--- src/hdl/drs_pkg.sv ---
// Shared types and constants for the distinct rank select block.
`timescale 1ns / 1ps

package drs_pkg;

  localparam int unsigned CAPACITY_DEF   = 256;
  localparam int unsigned VALUE_BITS_DEF = 32;
  localparam int unsigned FUNC_W         = 2;
  localparam int unsigned IO_W           = 32;
  localparam int unsigned RANK_W         = 9;

  typedef enum logic [FUNC_W-1:0] {
    F_CLEAR  = 2'd0,
    F_INSERT = 2'd1,
    F_QUERY  = 2'd2
  } func_t;

  typedef enum logic [1:0] {
    K_INSERT = 2'd0,
    K_PROBE  = 2'd1,
    K_QUERY  = 2'd2
  } kind_t;

  typedef struct packed {
    logic              present;
    logic              live;
    kind_t             kind;
    logic [RANK_W-1:0] rank;
    logic              found;
  } tok_t;

endpackage

--- src/hdl/drs_cell.sv ---
// One compare-and-shift cell of the sorted value chain.
`timescale 1ns / 1ps

module drs_cell
  import drs_pkg::*;
#(
  parameter int unsigned VALUE_BITS = VALUE_BITS_DEF,
  parameter int unsigned IDX        = 0
) (
  input  logic                  clk,
  input  logic                  rst,
  input  logic                  clr,
  input  tok_t                  tok_in,
  input  logic [VALUE_BITS-1:0] data_in,
  output tok_t                  tok_out,
  output logic [VALUE_BITS-1:0] data_out,
  output logic                  vld
);

  localparam logic [31:0] POS = 32'(IDX + 1);

  logic [VALUE_BITS-1:0] val;
  logic [VALUE_BITS-1:0] val_next;
  logic                  vld_next;
  tok_t                  tok_next;
  logic [VALUE_BITS-1:0] data_next;
  logic                  rank_hit;

  assign rank_hit = (32'(tok_in.rank) == POS);

  always_comb begin
    val_next  = val;
    vld_next  = vld;
    tok_next  = tok_in;
    data_next = data_in;
    if (clr) begin
      vld_next = 1'b0;
    end
    if (tok_in.present && tok_in.live) begin
      case (tok_in.kind)
        K_INSERT: begin
          if (!vld) begin
            val_next      = data_in;
            vld_next      = 1'b1;
            tok_next.live = 1'b0;
          end else if (val == data_in) begin
            tok_next.live = 1'b0;
          end else if (val > data_in) begin
            val_next  = data_in;
            data_next = val;
          end
        end
        K_PROBE: begin
          if (vld && (val == data_in)) begin
            tok_next.live = 1'b0;
          end
        end
        K_QUERY: begin
          if (rank_hit) begin
            tok_next.live = 1'b0;
            if (vld) begin
              tok_next.found = 1'b1;
              data_next      = val;
            end
          end
        end
        default: begin
        end
      endcase
    end
  end

  always_ff @(posedge clk) begin
    val      <= val_next;
    data_out <= data_next;
    if (rst) begin
      vld     <= 1'b0;
      tok_out <= '0;
    end else begin
      vld     <= vld_next;
      tok_out <= tok_next;
    end
  end

endmodule

--- config.mk ---
export PLATFORM = sky130hd
export DESIGN_NAME = drs_cell
export DESIGN_NICKNAME = d
export VERILOG_FILES = /design/src/hdl/drs_pkg.sv /design/src/hdl/drs_cell.sv
export SDC_FILE = /design/constraint.sdc
export NUM_CORES = 1
export LEC_CHECK = 0
export BUFFER_PORTS_ARGS = -buffer_cell sky130_fd_sc_hd__buf_2
export CORE_UTILIZATION = 47
export DETAILED_ROUTE_END_ITERATION = 8
export GPL_TIMING_DRIVEN = 0
export PLACE_DENSITY = 0.84
export SYNTH_ARGS = -nofsm -noshare
export SYNTH_HDL_FRONTEND = slang
export SYNTH_SLANG_ARGS = --single-unit
export TNS_END_PERCENT = 30
--- constraint.sdc ---
create_clock -name clk -period 3.4 [get_ports clk]
set_input_delay 0.34 -clock clk [delete_from_list [all_inputs] [get_ports clk]]
set_output_delay 0.34 -clock clk [all_outputs]
set_load 0.01 [all_outputs]
==> results.cfg <==
[finish]
final_cell_mix = buf_2 (96), inv_1 (57), dfxtp_1 (47)
fill_cells = 628
syn_to_final_growth_pct = 23.0
mostFrequentLayoutCell = buf_2
final_cells = 540
layout.nets = 517
drive_gt1_share_pct = 30.4
final_core_util_pct = 60.3
antenna_cells = 0

[detailed_routing]
via_per_inst = 5.17
vias = 2790
detail-route-antenna-nets = 0
drt_iter0_drc = 126
drc = 0
wl_um = 7600
first_pass_iters = 4
avgRoutedWirePerCell_um = 14.1

[grt]
grt_overflow_total = 0
first_global_vias = 2745
grt_pass1_wl_um = 12600
grt_usage_pct = 21.0
antenna_found_initial = 0
grt_max_degree = 20

[critical_path]
endpoint_kind = flop
arrival_ns = 2.96
critPathMaxFanout = 19
worstSetupPathType = reg -> reg
worst_path_max_delay_cell = a21oi_4
startpoint_type = flop
cp_cell_sequence = ha_1 > nand4_2 > nor3_2 > or3b_1 > a31oi_2 > a21oi_2 > a21oi_4 > buf_16
critical_path.max_stage_delay_ns = 0.52
crit_family = compound AO/OA/AOI/OAI gates
required_ns = 3.46
critical_path_buf_inv_count = 1

[floorplan]
die_h_um = 89.4
die-area_um2 = 8000
rows = 31
die_x_um = 89.4
io_pins = 96
start_util_pct = 49.0
core_area_um2 = 7330

[logic_synthesis]
syn_inst = 329
seq_area_frac_synth_pct = 52.9
synth_area_um2 = 3590
synth_nets = 410
ys_types = 39
ys_ff_latch = 79
synth_warnings = 0
avgSynthCellArea_um2 = 10.9

[clock_network]
clock-sinks = 79
post_cts_resized = 0
postCtsSetupBuffers = 0
ctsHtreeMaxLevel = 3
cts_made_buffers = 9
clock_latency_ns = 0.35
root_buffer = clkbuf_8
clk_pin_slew_ns = 0.08
clockBufferDepth = 2
cts_hold_buf = 0
cts_tree = yes

[power]
p_per_area_nw_per_um2 = 435
seqPwrFrac_pct = 54.1
p_comb_share_pct = 11.8
p_int_mw = 1.46
power.leakage_nw = 2.02
p_clk_share_pct = 34.2
p_switching_mw = 0.466
swShare_pct = 24.2
max-vdd-ir-drop_mv = 0.227

[sta]
final.setup_skew_ns = 0.00814
min_period_ns = 2.91
hold_violations = 0
final-setup-viol-count = 0
max_freq_mhz = 344
maxSlewHeadroom_pct = 62.0
rsz0062_at_grt = false
slew_viol_final = 0
worst_pin_slew_ns = 0.569
fin_crit_sh_pct = 85.5

[placement]
place_inst = 524
io_buffer_count = 95
gp_congestion = 0.813
hpwl_um = 5750

[flow_run]
cap_violations = 0

[status]
outcome = completed

[min_path]
hold_path.class = in -> reg
-- synth_stat cells, drive strengths merged --
cell type  number  area share, %
inv            57            6.0
dfxtp          47             26
a21oi          40            5.7
edfxtp         32             27
ha             32             11
a41oi          24            5.8
nand2          14            1.5
nor2b          14            2.4
mux2            9            3.1
nand4           8            1.6
nor2            8           0.84
buf             6            1.5
o21ai           6            1.1
clkbuf          5           0.52
nand3           5           0.70
nand2b          3           0.52
nor4            3           0.87
a31oi           2           0.52
nor3            2           0.42
o211ai          2           0.42
o21a            2           0.45
a2111o          1           0.31
a211oi          1           0.21
a221o           1           0.31
a221oi          1           0.24
a22oi           1           0.21
and4            1           0.24
o22ai           1           0.17
or3b            1           0.24
-- path summary, 6_finish.rpt --
| check | start | slack, ns | depth (start not counted) | end |
|---|---|---|---|---|
| max | val[29]$_DFFE_PP_ | 0.49 | 8 | val[19]$_DFFE_PP_ |
| min | tok_in[13] | 0.18 | 2 | tok_out[12]$_SDFF_PP0_ |
| max reg2reg | val[29]$_DFFE_PP_ | 0.49 | 8 | val[19]$_DFFE_PP_ |
| min reg2reg | val[6]$_DFFE_PP_ | 0.52 | 1 | data_out[6]$_DFF_P_ |
-- state kept, by name (all words and copies together), names as in the netlist --
signal,flops
val,32
tok_out,14
vld,1
data_out,32
-- final cells by class --
| type | count | area [um^2] | share of cell area (%) |
|---|---|---|---|
| Sequential cell | 79 | 1900 | 43.0 |
| Buffer | 11 | 72.6 | 1.64 |
| Inverter | 57 | 214 | 4.84 |
| Tap cell | 99 | 124 | 2.80 |
| Clock buffer | 14 | 174 | 3.94 |
| Timing Repair Buffer | 96 | 503 | 11.4 |
| Clock inverter | 2 | 13.8 | 0.311 |
| Multi-Input combinational cell | 182 | 1420 | 32.0 |
-- through the flow --
| step | worst slack [ns] | total power, mW | hold slack (ns) | TNS (ns) | area [um^2] |
|---|---|---|---|---|---|
| final | 0.493 | 1.92 | 0.181 | 0 | 4420 |
| after global routing | 0.290 | 2.02 | 0.177 | 0 | 4420 |
| after CTS | 0.458 | 1.95 | 0.167 | 0 | 4420 |
| after detailed placement | 0.416 | 1.29 | 0.498 | 0 | 4230 |
| after global placement | -0.273 | 1.28 | 0.490 | -8.69 | 4200 |
| after floorplan | 0.407 | 1.19 | 0.412 | 0 | 3600 |
-- layer usage --
layer	wire, um	global-route usage, %	part of all wire, %	up-vias
met2	3700	34.7	49	93
li1	-	-	-	1394
met1	3350	26.2	44	1292
met3	403	3.88	5.3	11
met4	146	11.0	1.9	0
met5	0	0	0	-
-- kinds of logic after synthesis --
family	Yosys count	share of synthesized area [%]
mux	9	3.13
simple gates	59	9.30
fa+ha+maj	32	11.1
buf+inv	68	7.97
flops	79	52.9
compound gates	82	15.5
-- power by group through the flow --
stage                     Combinational [mW]  Clock, mW  Sequential, mW
final                                  0.227      0.657            1.04
after global routing                   0.258      0.714            1.04
after CTS                              0.229      0.679            1.04
after detailed placement               0.227          0            1.06
after floorplan                        0.108          0            1.08
after global placement                 0.215          0            1.06
Power figures use the tool's default switching activity.
